File: src/rtl/lsp_pkg.sv
// Shared types, constants and helpers of the LNS location/speed packer.
// No dependencies.
package lsp_pkg;

  localparam int unsigned MaxPacketBytes = 28;
  localparam int unsigned AttHeader      = 3;
  localparam int unsigned QueueDepth     = 2;
  localparam int unsigned QueueAw        = $clog2(QueueDepth);
  localparam int unsigned QueueCw        = $clog2(QueueDepth + 1);
  localparam int unsigned LenW           = $clog2(MaxPacketBytes + 1);
  localparam int unsigned FeatW          = 21;
  localparam int unsigned MtuW           = 10;
  localparam int unsigned NumFields      = 7;

  // Configuration register indexes.
  localparam logic [1:0] RegFeature = 2'd0;
  localparam logic [1:0] RegMtu     = 2'd1;

  // Output segments in send order; the flags word is always first.
  localparam logic [2:0] SegFlags = 3'd0;
  localparam logic [2:0] SegSpeed = 3'd1;
  localparam logic [2:0] SegDist  = 3'd2;
  localparam logic [2:0] SegLoc   = 3'd3;
  localparam logic [2:0] SegElev  = 3'd4;
  localparam logic [2:0] SegHead  = 3'd5;
  localparam logic [2:0] SegRoll  = 3'd6;
  localparam logic [2:0] SegUtc   = 3'd7;

  // Classified sample as it waits for serialization.
  typedef struct packed {
    logic [15:0]          flags;
    logic [NumFields-1:0] en;
    logic                 too_long;
    logic [15:0]          speed;
    logic [23:0]          odometer;
    logic signed [31:0]   latitude;
    logic signed [31:0]   longitude;
    logic signed [23:0]   elevation;
    logic [15:0]          heading;
    logic [7:0]           roll_time;
    logic [55:0]          utc_stamp;
  } lsp_item_t;

  // Index of the final byte of a segment.
  function automatic logic [2:0] seg_last_idx(input logic [2:0] seg);
    logic [2:0] r;
    unique case (seg)
      SegFlags: r = 3'd1;
      SegSpeed: r = 3'd1;
      SegDist:  r = 3'd2;
      SegLoc:   r = 3'd7;
      SegElev:  r = 3'd2;
      SegHead:  r = 3'd1;
      SegRoll:  r = 3'd0;
      SegUtc:   r = 3'd6;
      default:  r = 3'd0;
    endcase
    return r;
  endfunction

endpackage

File: src/rtl/lns_location_speed_packer.sv
// First byte: a sample accepted into an empty queue is stored in the queue, then loaded into the output register.
// Throughput: one byte per cycle while out_ready_i is high; a packet is 2 to 28 bytes long,
//   or a single zero byte when the sample is rejected as too long.
// The two-entry queue lets new samples enter while earlier packets are still streaming.
// Reset (async, active low) empties the queue and output, clears the feature word, MTU to 23.
module lns_location_speed_packer import lsp_pkg::*; (
  input  logic                clk_i,
  input  logic                rst_ni,
  // configuration write port
  input  logic                cfg_we_i,
  input  logic [1:0]          cfg_idx_i,
  input  logic [FeatW-1:0]    cfg_data_i,
  // sample channel
  input  logic                in_valid_i,
  output logic                in_ready_o,
  input  logic [15:0]         sample_flags_i,
  input  logic [15:0]         speed_i,
  input  logic [23:0]         odometer_i,
  input  logic signed [31:0]  latitude_i,
  input  logic signed [31:0]  longitude_i,
  input  logic signed [23:0]  elevation_i,
  input  logic [15:0]         heading_i,
  input  logic [7:0]          roll_time_i,
  input  logic [55:0]         utc_stamp_i,
  // byte channel
  output logic                out_valid_o,
  input  logic                out_ready_i,
  output logic [7:0]          data_byte_o,
  output logic                last_byte_o,
  output logic                too_long_o
);

  // Only the seven field enables of the feature word have any effect, so
  // hold just those; the upper feature bits are accepted and dropped.
  logic [NumFields-1:0] feat_q;
  logic [MtuW-1:0]      mtu_q;

  lsp_item_t front_item;
  lsp_item_t head_item;
  logic      head_valid;
  logic      pop;

  always_ff @(posedge clk_i or negedge rst_ni) begin
    if (!rst_ni) begin
      feat_q <= '0;
      mtu_q  <= MtuW'(23);
    end else if (cfg_we_i) begin
      case (cfg_idx_i)
        RegFeature: feat_q <= cfg_data_i[NumFields-1:0];
        RegMtu:     mtu_q  <= cfg_data_i[MtuW-1:0];
        default:    ;  // drop writes to unknown indexes
      endcase
    end
  end

  // Front: classify the incoming sample in the cycle it arrives.
  lsp_front u_front (
    .feat_i         (feat_q),
    .mtu_i          (mtu_q),
    .sample_flags_i (sample_flags_i),
    .speed_i        (speed_i),
    .odometer_i     (odometer_i),
    .latitude_i     (latitude_i),
    .longitude_i    (longitude_i),
    .elevation_i    (elevation_i),
    .heading_i      (heading_i),
    .roll_time_i    (roll_time_i),
    .utc_stamp_i    (utc_stamp_i),
    .item_o         (front_item)
  );

  // Queue: decouple acceptance from byte streaming.
  lsp_queue u_queue (
    .clk_i   (clk_i),
    .rst_ni  (rst_ni),
    .push_i  (in_valid_i),
    .item_i  (front_item),
    .ready_o (in_ready_o),
    .valid_o (head_valid),
    .item_o  (head_item),
    .pop_i   (pop)
  );

  // Back: stream the head packet byte by byte, pop after its last byte.
  lsp_back u_back (
    .clk_i        (clk_i),
    .rst_ni       (rst_ni),
    .head_valid_i (head_valid),
    .head_i       (head_item),
    .pop_o        (pop),
    .out_valid_o  (out_valid_o),
    .out_ready_i  (out_ready_i),
    .data_byte_o  (data_byte_o),
    .last_byte_o  (last_byte_o),
    .too_long_o   (too_long_o)
  );

endmodule

File: src/rtl/lsp_queue.sv
// Two-entry item queue between the classifier and the serializer.
// Depends on lsp_pkg.
module lsp_queue import lsp_pkg::*; (
  input  logic      clk_i,
  input  logic      rst_ni,
  input  logic      push_i,
  input  lsp_item_t item_i,
  output logic      ready_o,
  output logic      valid_o,
  output lsp_item_t item_o,
  input  logic      pop_i
);

  lsp_item_t                mem_q [QueueDepth];
  logic [QueueAw-1:0]       wr_ptr_q, wr_ptr_d;
  logic [QueueAw-1:0]       rd_ptr_q, rd_ptr_d;
  logic [QueueCw-1:0]       cnt_q, cnt_d;
  logic                     do_push, do_pop;

  assign ready_o = (cnt_q != QueueCw'(QueueDepth));
  assign valid_o = (cnt_q != '0);
  assign item_o  = mem_q[rd_ptr_q];
  assign do_push = push_i && ready_o;
  assign do_pop  = pop_i && valid_o;

  always_comb begin
    wr_ptr_d = wr_ptr_q;
    rd_ptr_d = rd_ptr_q;
    cnt_d    = cnt_q;
    if (do_push) begin
      wr_ptr_d = (wr_ptr_q == QueueAw'(QueueDepth - 1)) ? '0 : wr_ptr_q + 1'b1;
    end
    if (do_pop) begin
      rd_ptr_d = (rd_ptr_q == QueueAw'(QueueDepth - 1)) ? '0 : rd_ptr_q + 1'b1;
    end
    if (do_push && !do_pop) begin
      cnt_d = cnt_q + 1'b1;
    end else if (!do_push && do_pop) begin
      cnt_d = cnt_q - 1'b1;
    end
  end

  always_ff @(posedge clk_i or negedge rst_ni) begin
    if (!rst_ni) begin
      wr_ptr_q <= '0;
      rd_ptr_q <= '0;
      cnt_q    <= '0;
    end else begin
      wr_ptr_q <= wr_ptr_d;
      rd_ptr_q <= rd_ptr_d;
      cnt_q    <= cnt_d;
    end
  end

  always_ff @(posedge clk_i) begin
    if (do_push) begin
      mem_q[wr_ptr_q] <= item_i;
    end
  end

endmodule

File: src/rtl/lsp_front.sv
// Sample classifier: field selection, flags word, length and MTU check.
// Depends on lsp_pkg.
module lsp_front import lsp_pkg::*; (
  input  logic [NumFields-1:0] feat_i,
  input  logic [MtuW-1:0]      mtu_i,
  input  logic [15:0]          sample_flags_i,
  input  logic [15:0]          speed_i,
  input  logic [23:0]          odometer_i,
  input  logic signed [31:0]   latitude_i,
  input  logic signed [31:0]   longitude_i,
  input  logic signed [23:0]   elevation_i,
  input  logic [15:0]          heading_i,
  input  logic [7:0]           roll_time_i,
  input  logic [55:0]          utc_stamp_i,
  output lsp_item_t            item_o
);

  logic [NumFields-1:0] en;
  logic [15:0]          fl;
  logic [LenW-1:0]      len;
  logic [MtuW:0]        need;

  always_comb begin
    en = feat_i & sample_flags_i[NumFields-1:0];

    // Copy status and source bits only alongside their field.
    fl = {9'd0, en};
    if (en[2]) fl[8:7]   = sample_flags_i[8:7];
    if (en[0] || en[1]) fl[9] = sample_flags_i[9];
    if (en[3]) fl[11:10] = sample_flags_i[11:10];
    if (en[4]) fl[12]    = sample_flags_i[12];

    len = LenW'(2)
        + (en[0] ? LenW'(2) : '0) + (en[1] ? LenW'(3) : '0)
        + (en[2] ? LenW'(8) : '0) + (en[3] ? LenW'(3) : '0)
        + (en[4] ? LenW'(2) : '0) + (en[5] ? LenW'(1) : '0)
        + (en[6] ? LenW'(7) : '0);
    need = (MtuW+1)'(len) + (MtuW+1)'(AttHeader);

    item_o.flags     = fl;
    item_o.en        = en;
    item_o.too_long  = (len > LenW'(MaxPacketBytes)) || (need > {1'b0, mtu_i});
    item_o.speed     = speed_i;
    item_o.odometer  = odometer_i;
    item_o.latitude  = latitude_i;
    item_o.longitude = longitude_i;
    item_o.elevation = elevation_i;
    item_o.heading   = heading_i;
    item_o.roll_time = roll_time_i;
    item_o.utc_stamp = utc_stamp_i;
  end

endmodule

File: src/rtl/lsp_back.sv
// Byte serializer: walks the enabled segments of the queue head.
// Depends on lsp_pkg.
module lsp_back import lsp_pkg::*; (
  input  logic      clk_i,
  input  logic      rst_ni,
  input  logic      head_valid_i,
  input  lsp_item_t head_i,
  output logic      pop_o,
  output logic      out_valid_o,
  input  logic      out_ready_i,
  output logic [7:0] data_byte_o,
  output logic      last_byte_o,
  output logic      too_long_o
);

  logic [2:0]  seg_q, seg_d;
  logic [2:0]  cnt_q, cnt_d;
  logic        out_valid_q, out_valid_d;
  logic [7:0]  data_q;
  logic        last_q, too_long_q;

  logic        emit, seg_end, nxt_found, last;
  logic [2:0]  nxt_seg;
  logic [63:0] seg_val;
  logic [7:0]  cur_byte;

  always_comb begin
    unique case (seg_q)
      SegFlags: seg_val = {48'd0, head_i.flags};
      SegSpeed: seg_val = {48'd0, head_i.speed};
      SegDist:  seg_val = {40'd0, head_i.odometer};
      SegLoc:   seg_val = {head_i.longitude, head_i.latitude};
      SegElev:  seg_val = {40'd0, head_i.elevation};
      SegHead:  seg_val = {48'd0, head_i.heading};
      SegRoll:  seg_val = {56'd0, head_i.roll_time};
      SegUtc:   seg_val = {8'd0, head_i.utc_stamp};
      default:  seg_val = '0;
    endcase
    cur_byte = seg_val[{cnt_q, 3'b000} +: 8];
  end

  // Next enabled segment after the current one.
  always_comb begin
    nxt_found = 1'b0;
    nxt_seg   = SegFlags;
    for (int i = NumFields; i >= 1; i--) begin
      if (head_i.en[i-1] && (3'(i) > seg_q)) begin
        nxt_found = 1'b1;
        nxt_seg   = 3'(i);
      end
    end
  end

  always_comb begin
    emit    = head_valid_i && (!out_valid_q || out_ready_i);
    seg_end = (cnt_q == seg_last_idx(seg_q));
    last    = head_i.too_long || (seg_end && !nxt_found);
    pop_o   = emit && last;

    seg_d = seg_q;
    cnt_d = cnt_q;
    if (emit) begin
      if (last) begin
        seg_d = SegFlags;
        cnt_d = '0;
      end else if (seg_end) begin
        seg_d = nxt_seg;
        cnt_d = '0;
      end else begin
        cnt_d = cnt_q + 1'b1;
      end
    end

    if (emit) begin
      out_valid_d = 1'b1;
    end else if (out_ready_i) begin
      out_valid_d = 1'b0;
    end else begin
      out_valid_d = out_valid_q;
    end
  end

  always_ff @(posedge clk_i or negedge rst_ni) begin
    if (!rst_ni) begin
      seg_q       <= SegFlags;
      cnt_q       <= '0;
      out_valid_q <= 1'b0;
    end else begin
      seg_q       <= seg_d;
      cnt_q       <= cnt_d;
      out_valid_q <= out_valid_d;
    end
  end

  always_ff @(posedge clk_i) begin
    if (emit) begin
      data_q     <= head_i.too_long ? 8'd0 : cur_byte;
      last_q     <= last;
      too_long_q <= head_i.too_long;
    end
  end

  assign out_valid_o = out_valid_q;
  assign data_byte_o = data_q;
  assign last_byte_o = last_q;
  assign too_long_o  = too_long_q;

endmodule

File: config.mk
export PLATFORM = sky130hd
export DESIGN_NAME = lns_location_speed_packer
export DESIGN_NICKNAME = d
export VERILOG_FILES = /design/src/rtl/lsp_pkg.sv /design/src/rtl/lns_location_speed_packer.sv /design/src/rtl/lsp_queue.sv /design/src/rtl/lsp_front.sv /design/src/rtl/lsp_back.sv
export SDC_FILE = /design/constraint.sdc
export NUM_CORES = 1
export LEC_CHECK = 0
export BUFFER_PORTS_ARGS = -buffer_cell sky130_fd_sc_hd__buf_2
export CAP_MARGIN = 20
export CELL_PAD_IN_SITES_DETAIL_PLACEMENT = 0
export CELL_PAD_IN_SITES_GLOBAL_PLACEMENT = 1
export CORE_UTILIZATION = 44
export DETAILED_ROUTE_END_ITERATION = 12
export PLACE_DENSITY = 0.87
export REMOVE_ABC_BUFFERS = 1
export SLEW_MARGIN = 20
export SYNTH_ARGS = -nofsm -noshare
export SYNTH_HDL_FRONTEND = slang
export SYNTH_SLANG_ARGS = --single-unit
File: constraint.sdc
create_clock -name clk_i -period 11.05 [get_ports clk_i]
set_input_delay 2.21 -clock clk_i [delete_from_list [all_inputs] [get_ports clk_i]]
set_output_delay 2.21 -clock clk_i [all_outputs]
set_load 0.1 [all_outputs]
* Word-level counts from Yosys, hierarchy flattened
Memories as Yosys holds them, arrays and structs flattened. Index checks and enable logic that the tools add are counted.
Word-level totals: memories 2, bits in registers 38, memory bits (read-only) 24, bits in latches 0, input bits 252, logic and storage cells 116, output and inout port bits 12, bits in writable memories 458
Memories:
- u_queue.mem_q | depth 2, width 229, read ports 1, clocked after Yosys merged registers in 0, wr ports 1, line lsp_queue.sv:14 | lsp_item_t mem_q [QueueDepth];
- (name not given) | depth 8, width 3, read ports 1, clocked after Yosys merged registers in 0, wr ports 0, line lsp_pkg.sv:47 | unique case (seg)
Operators by class: reduce and logical (&&, ||, !) cells 31, multiply operators 0, magnitude comparators 9, bitwise operators 1, shifts and indexed selects 1, add/subtract/negate cells 13, equal/unequal tests 10, muxes and demuxes 38, div/mod/pow operators 0
Operator list (number):
- $pmux W64 S8 | 1
- $shiftx A64 B7 Y8 | 1
- $mux W3 | 12
- $add A5 B5 Y5 | 6
- $mux W1 | 16
- $mux W2 | 8
- $logic_and A1 B1 Y1 | 14
- $eq A3 B3 Y1 const B | 4
- $gt A3 B3 Y1 const A | 4
- $gt A11 B10 Y1 | 1
- $reduce_bool A2 Y1 | 4
- $and A7 B7 Y7 | 1
- $add A5 B2 Y6 const B | 1
- $eq A3 B2 Y1 const B | 2
- $gt A2 B3 Y1 const A | 2
- $reduce_and A2 Y1 | 3
- $add A2 B5 Y5 const A | 1
- $gt A5 B5 Y1 const B | 1
- $logic_not A1 Y1 | 4
- $logic_or A1 B1 Y1 | 4
- $mux W4 | 1
- $add A3 B1 Y3 const B | 1
- $eq A3 B1 Y1 const B | 1
- $eq A3 B3 Y1 | 1
- other kinds (8) | 9

* Longest topological paths before layout
Gate-level depths: netlist of run 1.
depth in word-level cells 17, gate-level depth with buffers 20, gate-level depth less buffers 19

* Cells and area by module
Synthesis of run 1 repeated with hierarchy kept, for this count alone.
Second synthesis, totals: cells, all modules 1470, area total of the unflattened synthesis 23487.5 sq um
By module, submodules not included:
- lsp_queue | sequential area each 14033.5 sq um, cells each 740, area each 17633.2 sq um, instances 1
- lsp_back | sequential area each 475.5 sq um, cells each 397, area each 2962.8 sq um, instances 1
- lsp_front | sequential area each 0.0 sq um, cells each 296, area each 2235.9 sq um, instances 1
- lns_location_speed_packer | sequential area each 430.4 sq um, cells each 37, area each 655.6 sq um, instances 1

* Worst setup path before layout of run 1
Ideal clock, no wire load.
path kind input port to flip-flop, from input port in_valid_i, to memory u_queue.mem_q[0][0] (netlist bit) (enable), required time 10.241 ns, path slack -1.321 ns, setup time 0.809 ns, stages on the path 2, arrival time 11.562 ns, buffers on the path 0, cells stage by stage nand2_1 nor2_1
Between the ends: longest elaborated chain between the ends 3
Ends and longest elaborated chain:
- from (decl) | line lns_location_speed_packer.sv:14 | input logic in_valid_i,
- $logic_and A1 B1 Y1 | line lsp_queue.sv:23 | assign do_push = push_i && ready_o;
- $mux W1 | line lsp_queue.sv:56 | if (do_push) begin
- $mux W1 (not written as such) | line lsp_queue.sv:57 | mem_q[wr_ptr_q] <= item_i;
- to (decl) | line lsp_queue.sv:14
Every way passes these cells.

==> results of run 1 <==
[cell usage after synthesis (all sizes together), types with 9 or more instances]
master,instances
a21oi,27
a221o,12
a221oi,9
a22oi,13
buf,46
clkbuf,19
dfrtp,24
edfxtp,454
ha,24
inv,24
mux2,34
mux2i,164
nand2,37
nor2,20
nor3,18
o21ai,39
o22ai,60
[registers in the layout, summed over array words and instances, names as in the netlist, 2 cells and up]
name and cells:
u_queue.mem_q 444, mtu_q 10, u_back.data_byte_o 8, u_back.seg_q 3
u_queue.cnt_q 2, u_back.cnt_q 3, feat_q 7
[area by class of cell]
| cell class | count | area [um2] | share of cell area, % |
|---|---|---|---|
| timing repair buffer | 267 | 1390 | 6.05 |
| antenna | 8 | 20.0 | 0.0868 |
| multi-input combinational | 599 | 4880 | 21.2 |
| sequential | 482 | 14300 | 62.2 |
| inverter | 24 | 90.1 | 0.391 |
| clock buffer | 61 | 1320 | 5.74 |
| clock inverter | 25 | 255 | 1.11 |
| tap | 592 | 741 | 3.21 |
[layer usage]
metal,GRT usage [%],vias up,part of all wire [%]
li1,-,5195,-
met1,26.1,5598,41
met2,32.8,347,49
met3,5.76,77,7.8
met4,5.96,12,2.4
met5,0,-,0.16
[critical path, stage by stage]
cell,delay [ns]
buf_2,0.12
and2_1,0.21
xnor2_1,0.15
ha_1,0.18
a21oi_1,0.16
fa_1,0.47
fa_1,0.52
inv_1,0.04
ha_1,0.21
fa_1,0.56
o21ai_0,0.17
xnor2_1,0.17
ha_1,0.29
o21ai_0,0.08
nand2b_1,0.07
a211oi_1,0.22
o22ai_1,0.13
[stage by stage]
step / std cells / hold slack (ns) / setup WS, ns / cell area (um2)
floorplan: 1105 / 0.461 / -1.32 / 19300
global placement: 1964 / 0.483 / 4.84 / 21500
detailed placement: 1964 / 0.497 / 4.83 / 21500
CTS: 2050 / 0.510 / 5.43 / 23000
global route: 2053 / 0.514 / 5.09 / 23000
finish: 2058 / 0.509 / 5.39 / 23100
[how the worst max path moves through the flow]
stage / endpoint / slack [ns] / cells after the start
final: u_queue.mem_q[1][208]$_DFFE_PP_ / 5.39 / 17
after global routing: u_queue.mem_q[1][208]$_DFFE_PP_ / 5.09 / 17
after CTS: u_queue.mem_q[1][208]$_DFFE_PP_ / 5.43 / 17
after detailed placement: u_queue.mem_q[1][208]$_DFFE_PP_ / 4.83 / 17
after global placement: u_queue.mem_q[0][208]$_DFFE_PP_ / 4.84 / 17
after floorplan: u_queue.mem_q[0][0]$_DFFE_PP_ / -1.32 / 2
[power by group through the flow]
stage | sequential [mW] | combinational (mW) | clock, mW
2_1_floorplan | 3.07 | 1.32 | 0
3_3_place_gp | 2.71 | 1.89 | 0
3_5_place_dp | 2.74 | 1.93 | 0
4_1_cts | 2.70 | 1.94 | 1.66
5_1_grt | 2.74 | 2.09 | 1.73
6_report | 2.70 | 1.91 | 1.62
[kinds of logic after synthesis]
kind of cell	synth area share, %
and+or+nand+nor	3.49
buffers and inverters	2.62
adders and majority gates	1.83
xor gates and xnor gates	0.622
muxes	10.6
AOI/OAI and AO/OA	8.13
DFF	72.7
==> out/results.ini, run 1 <==
[outcome]
outcome = completed

[critical_path]
critPathCaptureType = flop
worstPathArrival_ns = 5.97
rr_worst_depth = 16
r2r-start = feat_q[3]$_DFFE_PN0P_
crit_type = in -> reg
cp-startpoint = sample_flags_i[3]
cp-start-kind = input port
crit_required_ns = 11.36
r2r_setup_slack_ns = 6.71
cp_max_fo = 6
r2r_end = u_queue.mem_q[1][208]$_DFFE_PP_

[sta]
min_period_ns = 5.66
fin_tns_setup_ns = 0
max_slew_margin_pct = 26.1
worst_pin_slew_ns = 1.11
finalSetupViolCount = 0
hold_viol_final = 0
max_freq_mhz = 177
finClkSkew_ns = 0.00859
timing.final.crit_share_pct = 51.2
rsz0062_at_grt = false
finalMaxSlewViolations = 0

[cts]
clk_latency_ns = 0.58
clock_sinks = 482
post_cts_resized = 0
clkSlewWorstSetupHoldPaths_ns = 0.06
cts_made_buffers = 49
clockBufferDepth = 3
cts_tree = built
htree_levels = 2
cts_hold_buf = 0
postCtsSetupRepairBufs = 0
clock-root-buffer = clkbuf_16

[grt]
antenna_found_initial = 13
grt_overflow = 0
grt_pass1_vias = 11483
grt_max_degree = 98
grt_pass1_wl_um = 67400
grt.total_usage_pct = 20.1

[worst_hold_path]
whs_endpoint = mtu_q[6]$_DFFE_PN0P_
worstHoldStart = mtu_q[6]$_DFFE_PN0P_
min_path_cells = 1
min_path_type = reg -> reg

[finish]
layout_commonest_cell = edfxtp_1
layout-drive-gt1-share_pct = 27.1
fillCellCount = 3588
fin_util_pct = 52.1
area_growth_pct = 16.9
layout.nets = 1702
final_cell_mix = edfxtp_1, buf_2, mux2i_1, o22ai_1, clkbuf_16

[logic_synthesis]
synth_cell_types = 71
async_reset_ff_share_pct = 5.81
synth_area_um2 = 19700
synthCells = 1170
yosysTopAreaCell = edfxtp_1
yosys-top-cells-area = edfxtp_1, mux2i_1, dfrtp_1, o22ai_1, mux2_2
synth-edff-count = 454
ys_dominant_reg_cell = edfxtp_1
yosysWarnings = 0
synth_seq_area_share_pct = 72.7
syn-mean-instance-area_um2 = 16.9
synth_top_area_share_pct = 69.1
synth_seq_cells = 482

[pwr]
clock_power_share_pct = 26.1
power_mw = 6.23
p_sw_share_pct = 33.4
pwr-share-comb_pct = 30.6
ir_drop_mv = 0.229
p_leak_nw = 8.62
seqPwrFrac_pct = 43.3
power_switching_mw = 2.08
internal-power_mw = 4.15
p_per_area_nw_per_um2 = 270

[floorplan]
initial_core_util_pct = 44.6
die_area_um2 = 45700
io_pins = 264
die_h_um = 214
die_x_um = 214
fp.coreArea_um2 = 44200
num_rows = 77

[drt]
first_pass_iters = 6
via_per_inst = 5.46
drc_errors = 0
wl_per_cell_um = 22.3
drtIter0Drc = 772
ant_nets = 0
wirelength_um = 45800
vias = 11229

[placement]
numPortBuffers = 249
dp_hpwl_um = 30200
place_congestion = 0.802

[flow_run]
drv_cap = 0

Power figures use the tool's default switching activity.
==> inputs of run 2 (changes only) <==
--- a/config.mk
+++ b/config.mk
@@ -5,13 +5,14 @@
 export SDC_FILE = /design/constraint.sdc
 export NUM_CORES = 1
 export LEC_CHECK = 0
+export ABC_AREA = 1
 export BUFFER_PORTS_ARGS = -buffer_cell sky130_fd_sc_hd__buf_2
 export CAP_MARGIN = 20
 export CELL_PAD_IN_SITES_DETAIL_PLACEMENT = 0
 export CELL_PAD_IN_SITES_GLOBAL_PLACEMENT = 1
-export CORE_UTILIZATION = 44
+export CORE_UTILIZATION = 41
 export DETAILED_ROUTE_END_ITERATION = 12
-export PLACE_DENSITY = 0.87
+export PLACE_DENSITY = 0.86
 export REMOVE_ABC_BUFFERS = 1
 export SLEW_MARGIN = 20
 export SYNTH_ARGS = -nofsm -noshare
==> constraint.sdc (replaced) <==
create_clock -name clk_i -period 5 [get_ports clk_i]
set_input_delay 1 -clock clk_i [delete_from_list [all_inputs] [get_ports clk_i]]
set_output_delay 1 -clock clk_i [all_outputs]
set_load 0.1 [all_outputs]
==> run 2 against run 1 <==
Compared with the run above: total power rose by 120%; final area is 4.2% higher; clock skew is 0.021 ns higher; sequential power increased by 120%; critical path type unchanged.
==> out/results.ini, run 2 <==
[sta]
worst_slack_ns = 0.329  ; -5.06 ns
max_slew_margin_pct = 33.3  ; +7.2 points
timing.final.crit_share_pct = 93.4
hold_viol_final = 0  ; unchanged
finalMaxSlewViolations = 0  ; unchanged
rsz0062_at_grt = false
finalSetupViolCount = 0  ; unchanged
fin_tns_setup_ns = 0  ; unchanged
finClkSkew_ns = 0.0298  ; +0.0212 ns
max_freq_mhz = 214
worst_pin_slew_ns = 0.999  ; -0.108 ns
min_period_ns = 4.67

[floorplan]
die_h_um = 226  ; +5.5%
io_pins = 264  ; unchanged
die_x_um = 226  ; +5.5%
die_area_um2 = 50900  ; +11%
initial_core_util_pct = 41.7  ; -2.9 points
fp.coreArea_um2 = 49200  ; +11%
num_rows = 81  ; +5.2%

[flow_run]
drv_cap = 0  ; unchanged

[finish]
layout-drive-gt1-share_pct = 17.0  ; -10 points
final_cell_mix = nand2_1, edfxtp_1, buf_2, nor2_1, inv_1
largest_register_ffs = 444  ; unchanged
fillCellCount = 4339  ; +21%
area_growth_pct = 17.3
fin_util_pct = 48.9  ; -3.3 points
multi_input_area_um2 = 5280  ; +8.0%
regMostFlops = u_queue.mem_q
layout_commonest_cell = nand2_1
regArea_um2 = 14300  ; unchanged
layout.nets = 2409  ; +42%
layoutNonFillerInstCount = 2842  ; +38%

[logic_synthesis]
synth_commonest_cells = nand2_1, edfxtp_1, nor2_1, inv_1, o21ai_0
yosysMostFrequentCell = nand2_1
syn-mean-instance-area_um2 = 10.9  ; -35%
synth_top_area_share_pct = 66.5  ; -2.6 points
ys_dominant_reg_cell = edfxtp_1
synth_seq_cells = 482  ; unchanged
synth_area_um2 = 20500  ; +3.9%
yosys-top-cells-area = edfxtp_1, nand2_1, nor2_1, dfrtp_1, o21ai_0
synth-edff-count = 454  ; unchanged
synth_seq_area_share_pct = 70.0  ; -2.7 points
synth_cell_types = 37  ; -48%
async_reset_ff_share_pct = 5.81  ; unchanged
yosysWarnings = 0  ; unchanged
yosysTopAreaCell = edfxtp_1
synthCells = 1881  ; +61%

[grt]
grt_overflow = 0  ; unchanged
grt.total_usage_pct = 19.8  ; -0.27 points
grt_pass1_wl_um = 75900  ; +13%
grt_pass1_vias = 13501  ; +18%
gr-max-usage-layer = met2
grtUsageMet1_pct = 26.0  ; about the same
grt_max_degree = 122  ; +24%
use_met2_pct = 32.8  ; -0.038 points
antenna_found_initial = 11  ; -2
use_met3_pct = 3.64  ; -2.1 points

[drt]
wirelength_um = 50600  ; +11%
wl_per_cell_um = 17.8  ; -20%
first_pass_iters = 6  ; unchanged
drtIter0Drc = 1067  ; +38%
ant_nets = 0  ; unchanged
via_per_inst = 4.88  ; -11%
vias = 13877  ; +24%
drc_errors = 0  ; unchanged

[critical_path]
r2r_setup_slack_ns = 0.48  ; -6.23 ns
r2r-start = feat_q[1]$_DFFE_PN0P_
rr_worst_depth = 23  ; +7
critPathCaptureType = flop
crit_type = in -> reg
worstPathArrival_ns = 4.97  ; -1.00 ns
cp-start-kind = input port
crit_required_ns = 5.30  ; -6.06 ns
cp_max_fo = 2  ; -4
r2r_end = u_queue.mem_q[1][208]$_DFFE_PP_

[cts]
cts_made_buffers = 50  ; +2.0%
cts_tree = built
htree_levels = 2  ; unchanged
cts_hold_buf = 0  ; unchanged
clockBufferDepth = 3  ; unchanged
clkSlewWorstSetupHoldPaths_ns = 0.06  ; about the same
clock-root-buffer = clkbuf_16
clock_sinks = 482  ; unchanged
postCtsSetupRepairBufs = 0  ; unchanged
clk_latency_ns = 0.59  ; about the same
post_cts_resized = 0  ; unchanged

[placement]
placed_cells = 2741  ; +40%
place_congestion = 0.809  ; +0.89%
dp_hpwl_um = 32500  ; +7.7%
place_ws_ns = -0.231  ; -5.06 ns
numPortBuffers = 249  ; unchanged

[pwr]
p_per_area_nw_per_um2 = 573  ; +110%
ir_drop_mv = 0.484  ; +110%
p_leak_nw = 10.1  ; +17%

[outcome]
outcome = completed

[worst_hold_path]
min_path_type = in -> async

==> run 2: cell types whose count changed in the layout (fill, tap and decap cells not counted), sizes merged, moves of 60 or more <==
cell   change
o21ai     +85
nor2     +149
mux2i    -164
inv       +90
nand2    +692
o22ai     -60
==> run 2: how the worst max path moves through the flow <==
stage / start / endpoint / slack [ns]
floorplan: u_queue.cnt_q[0]$_DFFE_PN0P_ / u_queue.mem_q[1][0]$_DFFE_PP_ / -6.37
global placement: sample_flags_i[1] / u_queue.mem_q[1][208]$_DFFE_PP_ / -0.09
detailed placement: sample_flags_i[1] / u_queue.mem_q[1][208]$_DFFE_PP_ / -0.23
CTS: sample_flags_i[1] / u_queue.mem_q[1][208]$_DFFE_PP_ / 0.40
global route: sample_flags_i[3] / u_queue.mem_q[1][208]$_DFFE_PP_ / 0.05
finish: sample_flags_i[1] / u_queue.mem_q[1][208]$_DFFE_PP_ / 0.33
==> run 2: critical path, stage by stage <==
cell     delay (ns)
buf_2          0.08
nand2_1        0.07
xor2_1         0.17
ha_1           0.17
a21oi_1        0.14
fa_1           0.45
fa_1           0.51
inv_1          0.05
ha_1           0.22
fa_1           0.51
inv_1          0.06
buf_4          0.12
a21oi_1        0.23
xnor2_1        0.18
inv_1          0.10
ha_1           0.29
nand2_1        0.07
inv_1          0.03
nand2_1        0.05
nand2_1        0.05
o21ai_0        0.18
inv_1          0.06
nor2_1         0.08
o21ai_0        0.09
==> run 2: kinds of logic (layout without fill, tap and decap cells) <==
| group | Yosys count | count (layout) | share of synthesized area, % |
|---|---|---|---|
| AND/OR/NAND/NOR | 947 | 947 | 17.8 |
| flip-flops | 482 | 482 | 70.0 |
| AO/OA/AOI/OAI | 215 | 215 | 5.42 |
| buffers and inverters | 196 | 483 | 4.37 |
| adder cells (fa/ha/maj) | 27 | 27 | 1.76 |
| XOR/XNOR | 11 | 11 | 0.470 |
| multiplexers | 3 | 3 | 0.165 |
| other | 0 | 10 | 0 |
==> run 2: layer usage <==
metal  up-vias  share of wire (%)
met1      6591                 43
met5         -              0.069
met4         6                2.4
met2       397                 49
li1       6793                  -
met3        90                6.1
==> run 2: area by class of cell <==
class | count | area share, %
repair buffers | 277 | 6.61
diodes | 10 | 0.104
well taps | 664 | 3.46
inverters | 116 | 1.83
multi-input cells | 1203 | 22.0
clock buffers | 67 | 5.56
flip-flops and latches | 482 | 59.7
clock inverters | 23 | 0.776
==> run 2: metrics by stage <==
| stage | power, mW | hold slack, ns | area, um2 |
|---|---|---|---|
| after floorplan | 9.17 | 0.446 | 20000 |
| after global placement | 10.3 | 0.462 | 22500 |
| after detailed placement | 10.4 | 0.463 | 22500 |
| after CTS | 13.9 | 0.427 | 24000 |
| after global routing | 14.6 | 0.475 | 24000 |
| final | 13.8 | 0.454 | 24000 |
==> run 2: power by group <==
group	switching, mW	internal (mW)
clock	1.50	1.98
combinational	3.28	1.18
sequential	0.303	5.53
==> inputs of run 3 (changes only) <==
--- a/config.mk
+++ b/config.mk
@@ -10,11 +10,12 @@
 export CAP_MARGIN = 20
 export CELL_PAD_IN_SITES_DETAIL_PLACEMENT = 0
 export CELL_PAD_IN_SITES_GLOBAL_PLACEMENT = 1
-export CORE_UTILIZATION = 41
+export CORE_UTILIZATION = 42
 export DETAILED_ROUTE_END_ITERATION = 12
-export PLACE_DENSITY = 0.86
+export PLACE_DENSITY = 0.88
 export REMOVE_ABC_BUFFERS = 1
 export SLEW_MARGIN = 20
 export SYNTH_ARGS = -nofsm -noshare
 export SYNTH_HDL_FRONTEND = slang
+export SYNTH_HIERARCHICAL = 1
 export SYNTH_SLANG_ARGS = --single-unit
==> run 3 against run 2 <==
Compared with the run above: area after synthesis rose by 15%; routed wire length rose by 8.3%; cell count increased by 9.4%; hold slack got worse by 0.020 ns; critical path depth unchanged; critical path type unchanged; critical endpoint is now u_queue/mem_q[0][208]$_DFFE_PP_; highest routed layer unchanged.
==> out/results.ini, run 3 <==
[cts]
clkSlewWorstSetupHoldPaths_ns = 0.06  ; about the same
post_cts_resized = 0  ; unchanged
cts_hold_buf = 0  ; unchanged
cts_made_buffers = 53  ; +6.0%
htree_levels = 2  ; unchanged
clock-root-buffer = clkbuf_16
cts_tree = built
clk_latency_ns = 0.59  ; about the same
clockBufferDepth = 3  ; unchanged
postCtsSetupRepairBufs = 0  ; unchanged
clock_sinks = 502  ; +4.1%

[grt]
grt_overflow = 0  ; unchanged
antenna_found_initial = 17  ; +6
grt_max_degree = 171  ; +40%
grt.total_usage_pct = 19.1  ; -0.74 points
grt_pass1_vias = 14709  ; +8.9%
grt_pass1_wl_um = 83000  ; +9.4%

[finish]
layoutNonFillerInstCount = 3110  ; +9.4%
final_cell_mix = nand2_1, edfxtp_1, buf_2, nand3_1, inv_1
layout.nets = 2588  ; +7.4%
largest_register_ffs = 464  ; +4.5%
layout-drive-gt1-share_pct = 16.1  ; -0.93 points
regArea_um2 = 14900  ; +4.2%
fillCellCount = 5084  ; +17%
layout_commonest_cell = nand2_1
regMostFlops = u_queue/mem_q
multi_input_area_um2 = 5940  ; +13%
fin_util_pct = 46.0  ; -2.8 points
area_growth_pct = 8.02

[placement]
numPortBuffers = 249  ; unchanged
place_congestion = 0.803  ; -0.75%
placed_cells = 3002  ; +9.5%
dp_hpwl_um = 34400  ; +5.9%

[critical_path]
cp_slowest_stage_delay_ns = 0.64  ; +0.13 ns
r2r_setup_slack_ns = 0.69  ; +0.21 ns
cp_top_family = adder cells
crit_type = in -> reg
critPathCaptureType = flop
path_buf_inv = 5  ; -2
cp_max_fo = 4  ; +2
cp-start-kind = input port
cp_common_cell = nand2_1
crit_chain = buf_2 -> nand2_1 -> xor2_1 -> ha_1 -> xor2_1 -> inv_1 -> ha_1 -> a21o_1 -> inv_1 -> fa_1 -> inv_1 -> ha_1 -> fa_1 -> o21ai_0 -> or2_4 -> nand2_1 -> inv_1 -> ha_1 -> nand2_1 -> nor2_1 -> o21ai_0 -> nand3_1 -> nand2_1 -> nand2_1
crit_path_top_delay_cell = fa_1
worstPathArrival_ns = 4.77  ; -0.20 ns
cp.depth = 24  ; unchanged
rr_worst_depth = 23  ; unchanged
crit_required_ns = 5.33  ; +0.03 ns
r2r-start = feat_q[1]$_DFFE_PN0P_
r2r_end = u_queue/mem_q[0][208]$_DFFE_PP_

[pwr]
ir_drop_mv = 0.411  ; -15%
p_sw_share_pct = 37.5  ; +0.59 points
clock_power_share_pct = 25.7  ; +0.4 points
power_switching_mw = 5.64  ; +11%
internal-power_mw = 9.39  ; +8.1%
p_per_area_nw_per_um2 = 590  ; +3.0%
pwr-share-comb_pct = 33.2  ; +0.8 points
p_leak_nw = 11.0  ; +9.3%
seqPwrFrac_pct = 41.1  ; -1.3 points

[logic_synthesis]
synth_seq_area_share_pct = 63.4  ; -6.6 points
synth_seq_cells = 502  ; +4.1%
synth_area_um2 = 23600  ; +15%
yosysMostFrequentCell = nand2_1
yosysWarnings = 6  ; +6
yosys-top-cells-area = edfxtp_1, nand2_1, buf_4, nand3_1, dfrtp_1
async_reset_ff_share_pct = 5.58  ; -0.23 points
synth_commonest_cells = nand2_1, edfxtp_1, buf_4, nand3_1, inv_1
synth-edff-count = 474  ; +4.4%
ys_dominant_reg_cell = edfxtp_1
yosysTopAreaCell = edfxtp_1
synth_cell_types = 38  ; +2.7%
syn-mean-instance-area_um2 = 10.3  ; -5.7%
synth_top_area_share_pct = 60.4  ; -6.2 points
synthCells = 2294  ; +22%

[floorplan]
die_h_um = 239  ; +5.9%
io_pins = 264  ; unchanged
num_rows = 86  ; +6.2%
die_area_um2 = 57100  ; +12%
die_x_um = 239  ; +5.9%
initial_core_util_pct = 42.6  ; +0.93 points
fp.coreArea_um2 = 55300  ; +13%

[sta]
max_slew_margin_pct = 24.2  ; -9.1 points
finClkSkew_ns = 0.0173  ; -0.0125 ns
timing.final.crit_share_pct = 88.9  ; -4.5 points
worst_pin_slew_ns = 1.14  ; +0.138 ns
finalSetupViolCount = 0  ; unchanged
min_period_ns = 4.44  ; -0.227 ns
hold_viol_final = 0  ; unchanged
finalMaxSlewViolations = 0  ; unchanged
rsz0062_at_grt = false
max_freq_mhz = 225  ; +5.1%

[drt]
vias = 15093  ; +8.8%
wirelength_um = 54800  ; +8.3%
via_per_inst = 4.85  ; -0.61%
first_pass_iters = 5  ; -1
wl_per_cell_um = 17.6  ; -1.0%
ant_nets = 0  ; unchanged
drc_errors = 0  ; unchanged
drtIter0Drc = 1144  ; +7.2%

[flow_run]
drv_cap = 0  ; unchanged

[outcome]
outcome = completed

[worst_hold_path]
min_path_type = in -> async

run 3: cell types whose count changed in the layout (fill, tap and decap cells not counted), moves of 8 or more:
cell      change
nand2_1     +271
nand3_1      +93
nor2_1       -85
o21ai_0      -57
a21oi_1      -54
o21ai_1      -26
edfxtp_1     +20
nand4_1      +15
o22ai_1       +9
a22o_1        +8
o211ai_1      -8
run 3: how the worst max path moves through the flow:
stage | start | end | slack (ns)
2_1_floorplan | u_queue/cnt_q[0]$_DFFE_PN0P_ | u_queue/mem_q[0][0]$_DFFE_PP_ | -6.87
3_3_place_gp | sample_flags_i[1] | u_queue/mem_q[0][208]$_DFFE_PP_ | 0.10
3_5_place_dp | sample_flags_i[1] | u_queue/mem_q[1][208]$_DFFE_PP_ | -0.03
4_1_cts | sample_flags_i[1] | u_queue/mem_q[0][208]$_DFFE_PP_ | 0.60
5_1_grt | sample_flags_i[1] | u_queue/mem_q[0][208]$_DFFE_PP_ | 0.26
6_report | sample_flags_i[1] | u_queue/mem_q[0][208]$_DFFE_PP_ | 0.56
run 3: metrics by stage:
step	setup TNS, ns	hold WS [ns]	cell area (um2)	setup WS, ns	power, mW
final	0	0.434	25500	0.556	15.0
after global routing	0	0.460	25500	0.255	16.0
after CTS	0	0.421	25400	0.596	15.2
after detailed placement	-0.0572	0.455	23700	-0.0286	11.3
after global placement	0	0.455	23700	0.101	11.1
after floorplan	-3223.70	0.442	21300	-6.87	9.89
run 3: cell type report:
type / instances / area share [%]
multi-input cells: 1372 / 23.3
diodes: 13 / 0.128
repair buffers: 271 / 5.89
flip-flops and latches: 502 / 58.7
clock buffers: 63 / 5.36
inverters: 109 / 1.63
clock inverters: 32 / 1.30
well taps: 748 / 3.68
run 3: power by group through the flow:
stage	sequential, mW	combinational, mW	clock, mW
2_1_floorplan	6.91	2.98	0
3_3_place_gp	6.21	4.93	0
3_5_place_dp	6.26	5.04	0
4_1_cts	6.18	5.07	3.96
5_1_grt	6.26	5.61	4.12
6_report	6.18	4.98	3.87
run 3: cells by family after synthesis:
| family | share of synthesized area [%] |
|---|---|
| fa+ha+maj | 1.53 |
| simple gates | 21.2 |
| compound gates | 2.11 |
| flops | 63.4 |
| xor+xnor | 0.260 |
| buf+inv | 11.5 |
| other cells | 0.0159 |
run 3: per-layer routing:
metal	up-vias	share of wire, %	GRT usage (%)
met2	467	49	31.5
met5	-	0.12	0
met4	10	2.8	6.95
met1	7155	42	24.7
li1	7359	-	-
met3	102	6.4	4.01
